--- config.mk ---
export PLATFORM = sky130hd
export DESIGN_NAME = display_list_segmenter
export DESIGN_NICKNAME = d
export VERILOG_FILES = /design/src/dls_pkg.sv /design/src/display_list_segmenter.sv /design/src/dls_queue.sv /design/src/dls_front.sv /design/src/dls_back.sv
export SDC_FILE = /design/constraint.sdc
export NUM_CORES = 2
export LEC_CHECK = 0
export ABC_CLOCK_PERIOD_IN_PS = 43400
export BUFFER_PORTS_ARGS = -buffer_cell sky130_fd_sc_hd__buf_4
export CAP_MARGIN = 20
export CORE_UTILIZATION = 56
export CTS_CLUSTER_DIAMETER = 200
export DETAILED_ROUTE_END_ITERATION = 10
export GPL_TIMING_DRIVEN = 0
export PLACE_DENSITY = 0.75
export REMOVE_ABC_BUFFERS = 1
export SYNTH_ARGS = -nofsm -noshare
export SYNTH_HDL_FRONTEND = slang
export SYNTH_SLANG_ARGS = --single-unit
export TNS_END_PERCENT = 100
--- constraint.sdc ---
create_clock -name clk -period 43.4 [get_ports clk]
set_input_delay 2.17 -clock clk [delete_from_list [all_inputs] [get_ports clk]]
set_output_delay 2.17 -clock clk [all_outputs]
set_load 0.01 [all_outputs]
--- src/dls_pkg.sv ---
// shared opcodes, back-end states and default sizes for the display list segmenter
package dls_pkg;

  // default sizes
  localparam int DEF_STATE_DEPTH = 16;
  localparam int DEF_SCOPE_DEPTH = 16;
  localparam int DEF_MAX_ITEMS   = 1048576;

  // width of a view identifier
  localparam int VIEW_W = 32;

  // display-list opcodes, the spare code behaves as other drawing
  typedef enum logic [2:0] {
    OP_BEGIN   = 3'd0,
    OP_END     = 3'd1,
    OP_CLIP    = 3'd2,
    OP_RECORD  = 3'd3,
    OP_DRAW    = 3'd4,
    OP_OTHER   = 3'd5,
    OP_FINISH  = 3'd6,
    OP_SPARE   = 3'd7
  } dls_op_t;

  // result kinds
  localparam logic KIND_HEADER = 1'b0;
  localparam logic KIND_SAVED  = 1'b1;

  // back-end sequencer states
  typedef enum logic [2:0] {
    ST_IDLE = 3'b001,
    ST_HEAD = 3'b010,
    ST_BODY = 3'b100
  } dls_state_t;

endpackage

--- src/display_list_segmenter.sv ---
// top level of the display list segmenter: front end, job queue and back end
// a header beat passes the queue, the back-end job register and the output register
// throughput: one opcode per cycle while the two-entry job queue has room
// a segment is loaded as a job, then leaves the output as 1 + saved_count beats
// reset: rst_n synchronous active low clears all control state, no clearing pass
// a finish beat returns the front end to its reset state after queueing the last segment
module display_list_segmenter #(
  parameter int STATE_DEPTH = dls_pkg::DEF_STATE_DEPTH,
  parameter int SCOPE_DEPTH = dls_pkg::DEF_SCOPE_DEPTH,
  parameter int MAX_ITEMS   = dls_pkg::DEF_MAX_ITEMS,
  localparam int CW  = $clog2(MAX_ITEMS + 1),
  localparam int IW  = $clog2(MAX_ITEMS),
  localparam int DW  = $clog2(STATE_DEPTH + 1),
  localparam int OBW = 2 * CW + dls_pkg::VIEW_W + 3 + DW + IW,
  localparam int TDW = ((OBW + 7) / 8) * 8
) (
  input  logic           clk,
  input  logic           rst_n,
  input  logic           in_tvalid,
  output logic           in_tready,
  input  logic [39:0]    in_tdata,   // operation, view_id
  output logic           out_tvalid,
  input  logic           out_tready,
  output logic [TDW-1:0] out_tdata,  // start_index, end_index, preceding_view, view_valid,
                                     // drawing flag, saved_count, saved_index, overflow
  output logic           out_tuser,  // kind
  output logic           out_tlast
);
  import dls_pkg::*;

  localparam int JW = 2 * CW + VIEW_W + 3 + DW + STATE_DEPTH * IW;

  logic          job_push;
  logic [JW-1:0] job_wdata;
  logic          job_ready;
  logic          job_valid;
  logic [JW-1:0] job_rdata;
  logic          job_pop;
  logic          unused_pad;

  assign unused_pad = ^in_tdata[39:35];

  dls_front #(
    .STATE_DEPTH (STATE_DEPTH),
    .SCOPE_DEPTH (SCOPE_DEPTH),
    .MAX_ITEMS   (MAX_ITEMS)
  ) u_front (
    .clk        (clk),
    .rst_n      (rst_n),
    .item_valid (in_tvalid),
    .item_ready (in_tready),
    .item_op    (in_tdata[2:0]),
    .item_view  (in_tdata[34:3]),
    .job_push   (job_push),
    .job_data   (job_wdata),
    .job_ready  (job_ready)
  );

  dls_queue #(
    .W (JW)
  ) u_queue (
    .clk        (clk),
    .rst_n      (rst_n),
    .push       (job_push),
    .push_data  (job_wdata),
    .push_ready (job_ready),
    .pop_valid  (job_valid),
    .pop_data   (job_rdata),
    .pop        (job_pop)
  );

  dls_back #(
    .STATE_DEPTH (STATE_DEPTH),
    .MAX_ITEMS   (MAX_ITEMS)
  ) u_back (
    .clk        (clk),
    .rst_n      (rst_n),
    .job_valid  (job_valid),
    .job_data   (job_rdata),
    .job_pop    (job_pop),
    .out_tvalid (out_tvalid),
    .out_tready (out_tready),
    .out_tdata  (out_tdata),
    .out_tuser  (out_tuser),
    .out_tlast  (out_tlast)
  );

`ifndef SYNTHESIS
  // pad bits of the input beat carry nothing
  a_pad_known: assert property (@(posedge clk) disable iff (!rst_n)
    (in_tvalid && in_tready) |-> (unused_pad == unused_pad))
    else $error("input pad bits unknown");

  // a draw view beat is only taken when the job queue can hold its segment
  a_draw_room: assert property (@(posedge clk) disable iff (!rst_n)
    (in_tvalid && in_tready && in_tdata[2:0] == OP_DRAW) |-> job_ready)
    else $error("draw view accepted without queue room");

  // the back end never offers a beat without a job behind it at reset exit
  a_quiet_after_reset: assert property (@(posedge clk)
    !rst_n |=> !out_tvalid)
    else $error("output beat valid right after reset");
`endif

endmodule

--- src/dls_queue.sv ---
// two-entry segment job queue between front and back
module dls_queue #(
  parameter int W = 8
) (
  input  logic         clk,
  input  logic         rst_n,
  input  logic         push,
  input  logic [W-1:0] push_data,
  output logic         push_ready,
  output logic         pop_valid,
  output logic [W-1:0] pop_data,
  input  logic         pop
);

  logic [1:0][W-1:0] mem_r;
  logic              wr_ptr_r;
  logic              rd_ptr_r;
  logic [1:0]        fill_r;
  logic              do_push;
  logic              do_pop;

  assign push_ready = (fill_r != 2'd2);
  assign pop_valid  = (fill_r != 2'd0);
  assign pop_data   = mem_r[rd_ptr_r];
  assign do_push    = push && push_ready;
  assign do_pop     = pop && pop_valid;

  // pointers and fill level
  always_ff @(posedge clk) begin
    if (!rst_n) begin
      wr_ptr_r <= 1'b0;
      rd_ptr_r <= 1'b0;
      fill_r   <= 2'd0;
    end else begin
      if (do_push) begin
        wr_ptr_r <= ~wr_ptr_r;
      end
      if (do_pop) begin
        rd_ptr_r <= ~rd_ptr_r;
      end
      if (do_push && !do_pop) begin
        fill_r <= fill_r + 2'd1;
      end else if (do_pop && !do_push) begin
        fill_r <= fill_r - 2'd1;
      end
    end
  end

  // entry storage
  always_ff @(posedge clk) begin
    if (do_push) begin
      mem_r[wr_ptr_r] <= push_data;
    end
  end

endmodule

--- src/dls_front.sv ---
// front end: numbers opcodes, keeps the state and scope stacks, builds segment jobs
module dls_front #(
  parameter int STATE_DEPTH = dls_pkg::DEF_STATE_DEPTH,
  parameter int SCOPE_DEPTH = dls_pkg::DEF_SCOPE_DEPTH,
  parameter int MAX_ITEMS   = dls_pkg::DEF_MAX_ITEMS,
  localparam int CW = $clog2(MAX_ITEMS + 1),
  localparam int IW = $clog2(MAX_ITEMS),
  localparam int DW = $clog2(STATE_DEPTH + 1),
  localparam int JW = 2 * CW + dls_pkg::VIEW_W + 3 + DW + STATE_DEPTH * IW
) (
  input  logic                      clk,
  input  logic                      rst_n,
  input  logic                      item_valid,
  output logic                      item_ready,
  input  logic [2:0]                item_op,
  input  logic [dls_pkg::VIEW_W-1:0] item_view,
  output logic                      job_push,
  output logic [JW-1:0]             job_data,
  input  logic                      job_ready
);
  import dls_pkg::*;

  localparam int SW  = $clog2(SCOPE_DEPTH + 1);
  localparam int SIX = (SCOPE_DEPTH > 1) ? $clog2(SCOPE_DEPTH) : 1;

  typedef struct packed {
    logic [CW-1:0]                    start_index;
    logic [CW-1:0]                    end_index;
    logic [VIEW_W-1:0]                view;
    logic                             view_valid;
    logic                             drawing;
    logic [DW-1:0]                    count;
    logic                             ovf;
    logic [STATE_DEPTH-1:0][IW-1:0]   snap;
  } seg_job_t;

  logic [STATE_DEPTH-1:0][IW-1:0] live_r;
  logic [STATE_DEPTH-1:0][IW-1:0] snap_r;
  logic [SCOPE_DEPTH-1:0][DW-1:0] scope_r;
  logic [DW-1:0]                  live_depth_r;
  logic [DW-1:0]                  snap_depth_r;
  logic [SW-1:0]                  scope_depth_r;
  logic [CW-1:0]                  seg_start_r;
  logic [VIEW_W-1:0]              seg_view_r;
  logic                           seg_vv_r;
  logic                           seg_draw_r;
  logic [CW-1:0]                  count_r;
  logic                           ovf_r;

  logic       accept;
  logic       is_finish;
  logic       counting;
  logic       push_live;
  logic       push_scope;
  logic       pop_scope;
  logic       live_room;
  logic       scope_room;
  logic [SW-1:0] scope_top;
  logic [DW-1:0] saved_depth;
  dls_op_t    op;
  seg_job_t   job;

  assign item_ready = job_ready;
  assign accept     = item_valid && item_ready;
  assign op         = dls_op_t'(item_op);
  assign is_finish  = (op == OP_FINISH);
  assign counting   = !is_finish && (count_r != CW'(MAX_ITEMS));
  assign live_room  = (live_depth_r < DW'(STATE_DEPTH));
  assign scope_room = (scope_depth_r < SW'(SCOPE_DEPTH));
  assign scope_top  = scope_depth_r - SW'(1);
  assign saved_depth = scope_r[scope_top[SIX-1:0]];

  // decode which stack moves this item causes
  always_comb begin
    push_live  = 1'b0;
    push_scope = 1'b0;
    pop_scope  = 1'b0;
    if (counting) begin
      case (op)
        OP_BEGIN: begin
          push_live  = 1'b1;
          push_scope = 1'b1;
        end
        OP_CLIP: begin
          push_live = 1'b1;
        end
        OP_END: begin
          pop_scope = (scope_depth_r != '0);
        end
        default: begin
        end
      endcase
    end
  end

  // segment job for the back end
  always_comb begin
    job.start_index = seg_start_r;
    job.end_index   = count_r;
    job.view        = seg_view_r;
    job.view_valid  = seg_vv_r;
    job.drawing     = seg_draw_r;
    job.count       = snap_depth_r;
    job.ovf         = ovf_r;
    job.snap        = snap_r;
  end

  assign job_data = job;
  assign job_push = accept && ((is_finish && count_r != '0) || (counting && op == OP_DRAW));

  // control state
  always_ff @(posedge clk) begin
    if (!rst_n) begin
      live_depth_r  <= '0;
      snap_depth_r  <= '0;
      scope_depth_r <= '0;
      seg_start_r   <= '0;
      seg_view_r    <= '0;
      seg_vv_r      <= 1'b0;
      seg_draw_r    <= 1'b0;
      count_r       <= '0;
      ovf_r         <= 1'b0;
    end else if (accept) begin
      if (is_finish) begin
        live_depth_r  <= '0;
        snap_depth_r  <= '0;
        scope_depth_r <= '0;
        seg_start_r   <= '0;
        seg_view_r    <= '0;
        seg_vv_r      <= 1'b0;
        seg_draw_r    <= 1'b0;
        count_r       <= '0;
        ovf_r         <= 1'b0;
      end else if (counting) begin
        count_r <= count_r + CW'(1);
        // pushes, dropped on a full stack
        if ((push_live && !live_room) || (push_scope && !scope_room)) begin
          ovf_r <= 1'b1;
        end
        if (push_live && live_room) begin
          live_depth_r <= live_depth_r + DW'(1);
        end
        if (push_scope && scope_room) begin
          scope_depth_r <= scope_depth_r + SW'(1);
        end
        // end cuts the live stack back to the saved depth
        if (pop_scope) begin
          scope_depth_r <= scope_top;
          if (saved_depth < live_depth_r) begin
            live_depth_r <= saved_depth;
          end
        end
        if (op == OP_DRAW) begin
          seg_start_r  <= count_r + CW'(1);
          seg_view_r   <= item_view;
          seg_vv_r     <= 1'b1;
          seg_draw_r   <= 1'b0;
          snap_depth_r <= live_depth_r;
        end else if (op == OP_OTHER || op == OP_SPARE) begin
          seg_draw_r <= 1'b1;
        end
      end
    end
  end

  // stack contents
  always_ff @(posedge clk) begin
    if (accept && counting) begin
      for (int i = 0; i < STATE_DEPTH; i++) begin
        if (push_live && live_room && live_depth_r == DW'(i)) begin
          live_r[i] <= count_r[IW-1:0];
        end
      end
      for (int j = 0; j < SCOPE_DEPTH; j++) begin
        if (push_scope && scope_room && scope_depth_r == SW'(j)) begin
          scope_r[j] <= live_depth_r;
        end
      end
      if (op == OP_DRAW) begin
        snap_r <= live_r;
      end
    end
  end

endmodule

--- src/dls_back.sv ---
// back end: plays one segment job out as a header beat and saved index beats
module dls_back #(
  parameter int STATE_DEPTH = dls_pkg::DEF_STATE_DEPTH,
  parameter int MAX_ITEMS   = dls_pkg::DEF_MAX_ITEMS,
  localparam int CW  = $clog2(MAX_ITEMS + 1),
  localparam int IW  = $clog2(MAX_ITEMS),
  localparam int DW  = $clog2(STATE_DEPTH + 1),
  localparam int JW  = 2 * CW + dls_pkg::VIEW_W + 3 + DW + STATE_DEPTH * IW,
  localparam int OBW = 2 * CW + dls_pkg::VIEW_W + 3 + DW + IW,
  localparam int TDW = ((OBW + 7) / 8) * 8
) (
  input  logic           clk,
  input  logic           rst_n,
  input  logic           job_valid,
  input  logic [JW-1:0]  job_data,
  output logic           job_pop,
  output logic           out_tvalid,
  input  logic           out_tready,
  output logic [TDW-1:0] out_tdata,
  output logic           out_tuser,
  output logic           out_tlast
);
  import dls_pkg::*;

  typedef struct packed {
    logic [CW-1:0]                    start_index;
    logic [CW-1:0]                    end_index;
    logic [VIEW_W-1:0]                view;
    logic                             view_valid;
    logic                             drawing;
    logic [DW-1:0]                    count;
    logic                             ovf;
    logic [STATE_DEPTH-1:0][IW-1:0]   snap;
  } seg_job_t;

  dls_state_t     state_r;
  seg_job_t       job_r;
  seg_job_t       job_in;
  logic [DW-1:0]  rem_r;
  logic           adv;

  // output register
  logic              out_valid_r;
  logic              kind_r;
  logic [CW-1:0]     start_r;
  logic [CW-1:0]     end_r;
  logic [VIEW_W-1:0] view_r;
  logic              vv_r;
  logic              draw_r;
  logic [DW-1:0]     cnt_r;
  logic [IW-1:0]     sidx_r;
  logic              ovf_r;
  logic              last_r;

  assign job_in  = seg_job_t'(job_data);
  assign job_pop = (state_r == ST_IDLE) && job_valid;
  assign adv     = !out_valid_r || out_tready;

  // sequencer state and remaining saved index count
  always_ff @(posedge clk) begin
    if (!rst_n) begin
      state_r <= ST_IDLE;
      rem_r   <= '0;
    end else begin
      case (state_r)
        ST_IDLE: begin
          if (job_valid) begin
            state_r <= ST_HEAD;
          end
        end
        ST_HEAD: begin
          if (adv) begin
            rem_r   <= job_r.count;
            state_r <= (job_r.count == '0) ? ST_IDLE : ST_BODY;
          end
        end
        ST_BODY: begin
          if (adv) begin
            rem_r <= rem_r - DW'(1);
            if (rem_r == DW'(1)) begin
              state_r <= ST_IDLE;
            end
          end
        end
        default: begin
          state_r <= ST_IDLE;
        end
      endcase
    end
  end

  // job load and snapshot shift
  always_ff @(posedge clk) begin
    if (job_pop) begin
      job_r <= job_in;
    end else if (state_r == ST_BODY && adv) begin
      for (int i = 0; i < STATE_DEPTH - 1; i++) begin
        job_r.snap[i] <= job_r.snap[i + 1];
      end
    end
  end

  // output beat valid
  always_ff @(posedge clk) begin
    if (!rst_n) begin
      out_valid_r <= 1'b0;
    end else if (adv) begin
      out_valid_r <= (state_r == ST_HEAD) || (state_r == ST_BODY);
    end
  end

  // output beat payload
  always_ff @(posedge clk) begin
    if (adv && state_r == ST_HEAD) begin
      kind_r  <= KIND_HEADER;
      start_r <= job_r.start_index;
      end_r   <= job_r.end_index;
      view_r  <= job_r.view;
      vv_r    <= job_r.view_valid;
      draw_r  <= job_r.drawing;
      cnt_r   <= job_r.count;
      sidx_r  <= '0;
      ovf_r   <= job_r.ovf;
      last_r  <= (job_r.count == '0);
    end else if (adv && state_r == ST_BODY) begin
      kind_r  <= KIND_SAVED;
      start_r <= '0;
      end_r   <= '0;
      view_r  <= '0;
      vv_r    <= 1'b0;
      draw_r  <= 1'b0;
      cnt_r   <= '0;
      sidx_r  <= job_r.snap[0];
      ovf_r   <= job_r.ovf;
      last_r  <= (rem_r == DW'(1));
    end
  end

  assign out_tvalid = out_valid_r;
  assign out_tuser  = kind_r;
  assign out_tlast  = last_r;
  assign out_tdata  = TDW'({ovf_r, sidx_r, cnt_r, draw_r, vv_r, view_r, end_r, start_r});

`ifndef SYNTHESIS
  // a saved index run never sits at zero remaining
  a_body_rem: assert property (@(posedge clk) disable iff (!rst_n)
    (state_r == ST_BODY) |-> (rem_r != '0))
    else $error("saved index run with nothing remaining");

  // a segment's final beat never leaves the sequencer mid run
  a_last_ends_run: assert property (@(posedge clk) disable iff (!rst_n)
    (out_valid_r && out_tready && last_r) |-> (state_r != ST_BODY))
    else $error("last beat delivered while saved indices still pending");

  // advancing in the run always places a saved index beat
  a_body_beat: assert property (@(posedge clk) disable iff (!rst_n)
    (state_r == ST_BODY && adv) |=> (out_valid_r && kind_r == KIND_SAVED))
    else $error("saved index beat not produced");

  // a new job only starts once the previous one has fully left the sequencer
  a_pop_idle: assert property (@(posedge clk) disable iff (!rst_n)
    job_pop |=> (state_r == ST_HEAD))
    else $error("job taken but header not pending");
`endif

endmodule

==> impl_summary.txt <==
----------------------------------------------------
[Clock network]
  H-tree lvl count ... 4
  Total clock sinks ... ~2100
  Setup Fix Bufs, Post-CTS ... 0
  Clock latency on the worst-skew pair ... about 0.8 ns
  Hold-fix buffer count after cts ... 0
  Clock tree from TritonCTS ... yes
  Buffer depth of the longest clock path ... 3
  Clock tree root driver cell ... clkbuf_16
  Number of instances resized during post-cts repair ... 0
  Total CTS buffers ... 193
  Clock transition time at the flip-flop clock pins of the worst setup and hold paths ... about 0.060 ns

[Die]
  Number of cell rows ... 133
  Chip Width ... about 370 µm
  Standard cell core area ... between 0.1 and 0.15 mm²
  I/O Pins ... ~150
  Initial standard-cell utilization of the core ... a little under three fifths
  Floorplan die height ... roughly 370 µm
  Die area ... 0.135 mm²

[GRT]
  Number of global-route vias before repair ... approximately 37000
  Antenna violations before repair ... 4
  Overflow after GRT ... 0
  Largest net degree at the start of global routing ... 84
  GR Util All Layers ... a little over a fifth
  Wire length of the first global-routing pass ... 215000 µm

[Route]
  DR vias/cell ... between 5 and 6
  Wirelength per Cell ... ~22 µm
  DRC violation count after routing ... 0
  Starting DRT DRC Count ... between 3000 and 4000
  Wire length reported by the detailed router ... approximately 140000 µm
  Detail Route Antenna Nets ... 0
  Initial DRT Pass Iterations ... 7
  Via count of the routed design ... roughly 36000

[Timing]
  Slew at the pin with the worst max-slew slack ... 1.15 ns
  Max Freq ... 0.202 GHz
  Setup Skew ... around 0.042 ns
  Final Hold Viols ... 0
  Final setup viols ... 0
  Slew HR ... between 20 and 25%
  Final number of max-transition violations ... 0
  Post-route clock period utilization ... between 10% and 20%
  Unrepaired setup endpoints after global routing ... no
  Final period demand of the worst path ... 4.96 ns

[Logic synthesis]
  Predominant post-synthesis flop cell ... edfxtp_1
  Dominant cell by count in the synthesized netlist ... edfxtp_1
  Count of cell types in the netlist ... 63
  Total number of yosys warnings ... 0
  Cell taking the most area after synthesis ... edfxtp_1
  Commonest cells in the netlist ... edfxtp_1, nand2_1, o21ai_0, mux2i_1, clkbuf_1
  Number of enable-type register cells in the synthesized netlist ... around 2000
  Seq cells post-synth ... 2135
  Sequential share of the synthesized area ... a little over four fifths
  Leading cell types by total area after synthesis ... edfxtp_1, mux2i_1, dfxtp_1, o21ai_0, nand2_1
  Gate count after technology mapping ... about 4000
  Top cell type's share of synthesized area ... approximately four fifths
  Mapped Avg Cell Area ... between 15 and 20 µm²
  Async set-or-reset flop fraction in the synthesized netlist ... 0%
  Cell Area, Synth ... roughly 0.075 mm²

[Worst hold path]
  Min-delay worst type ... reg -> reg

[Cells and area]
  Filler cell count ... 8179
  Post-layout util ... between 60 and 70%
  Final standard cell area without fillers ... about 0.086 mm²
  Share of cells above drive strength 1 ... a little under a fifth
  FF/Latch Area ... between 0.06 and 0.07 mm²
  Relative area change from synthesis to final layout ... 15.4%
  Combined area of the multi-input logic cells ... roughly 0.011 mm²
  Final layout net count ... 4472
  Post-layout instance count excluding filler cells ... approximately 6300

[Power and ir drop]
  Switching part of the total power ... a little over a quarter
  Power density of the placed cells ... roughly 61 mW/mm²
  Share of power burned in registers ... 51.6%
  Clock share of power ... 30.7%
  Final Total Pwr ... between 5 and 6 mW
  VDD IR-drop max ... ~0.055 mV
  Leakage dissipation ... 29.2 nW
  Switching power ... 1.40 mW
  Part of the power in combinational logic ... roughly 18%
  Internal power ... ~3.9 mW

[Placement]
  Final RePlAce weighted congestion ... about 0.79
  Post-DP HPWL ... around 85000 µm
  Count of input and output buffers ... ~140
  Cell count after placement ... ~6000
  Post-DP Area ... around 0.080 mm²

[Run]
  Max-Cap Viols ... 0

[Worst setup path]
  Worst setup SP type ... input port
  Critical Path End Type ... register
  Critical path arrival ... roughly 5.5 ns
  Crit Path Class ... in -> reg
  Data required time at the worst endpoint ... around 44 ns
  Maximum fanout along the worst path ... 14

[Outcome]
  Result of the run ... complete, no violations

----------------------------------------------------
power groups by stage:
stage	logic (mW)	registers (mW)	clock network [mW]
after floorplan	0.938	2.92	0
after global placement	1.43	3.07	0
after detailed placement	0.932	2.76	0
after CTS	0.947	2.72	1.64
after global routing	1.03	2.74	1.72
final	0.934	2.72	1.62
cell type report:
class	count	share of cell area [%]
flip-flops and latches	2135	72.8
multi-input cells	1671	13.1
inverters	20	0.0956
clock inverters	106	0.976
clock buffers	258	6.04
diodes	1	0.00290
repair buffers	387	4.50
well taps	1755	2.54
state kept, by name, summed over array words and instances, names as in the netlist, 3 cells and up:
register and flops:
u_back.rem_r 5, u_back.end_r 21, u_back.view_r 32, u_front.count_r 21, u_back.cnt_r 5, u_back.state_r 3
u_front.live_r 320, u_front.seg_view_r 32, u_front.seg_start_r 21, u_back.job_r 402, u_front.snap_depth_r 5, u_front.scope_r 80
u_front.live_depth_r 5, u_front.scope_depth_r 5, u_queue.mem_r 804, u_back.sidx_r 20, u_front.job_data 320, u_back.start_r 21
worst max-delay path: stages:
cell	delay, ns
buf_4	0.10
nand2_1	0.28
nor4_2	0.92
buf_6	0.24
buf_4	0.21
buf_4	0.21
buf_4	0.21
buf_6	0.16
buf_4	0.20
buf_4	0.20
buf_4	0.19
buf_4	0.18
buf_4	0.19
per-layer routing:
layer / routed length (µm) / vias up / global-route usage, %
li1: - / 16150 / -
met1: 57200 / 18365 / 27.1
met5: 0 / - / 0
met2: 73000 / 1032 / 36.1
met3: 6900 / 234 / 3.20
met4: 3560 / 0 / 6.76
final timing paths:
check                       from               endpoint  slack, ns  depth (start not counted)
min          u_front.live_r[276]  u_front.job_data[276]       0.38                          0
min reg2reg  u_front.live_r[276]  u_front.job_data[276]       0.38                          0
max                    in_tvalid      u_queue.mem_r[37]      38.44                         13
max reg2reg   u_front.count_r[3]   u_front.job_data[36]      38.72                         15
kinds of logic (layout without fill, tap and decap cells):
kind of cell	after synthesis	count (layout)	share of synthesized area, %
XOR/XNOR	24	24	0.291
AO/OA/AOI/OAI	483	483	3.59
adder cells (fa/ha/maj)	20	20	0.334
flip-flops	2135	2135	84.0
buffers and inverters	199	771	1.09
other	1	3	0.00501
AND/OR/NAND/NOR	713	713	4.35
multiplexers	429	429	6.34
cell usage in the layout (no fill, tap or decap), types with 37 or more instances in the layout:
cell type	count
a21oi_1	78
a22o_1	37
and2_1	98
buf_4	301
clkbuf_1	52
clkbuf_16	194
clkinv_1	43
dfxtp_1	113
edfxtp_1	2009
mux2_2	103
mux2i_1	301
nand2_1	424
nor2_1	43
o21ai_0	321
stage by stage:
stage | setup WS, ns | hold slack (ns) | setup TNS [ns]
after floorplan | -2.31 | 0.400 | -692.57
after global placement | -54.55 | 0.400 | -
after detailed placement | 37.66 | 0.405 | 0
after CTS | 38.44 | 0.379 | 0
after global routing | 38.34 | 0.390 | 0
final | 38.44 | 0.385 | 0
No activity file was read; power rests on OpenSTA's default activity.
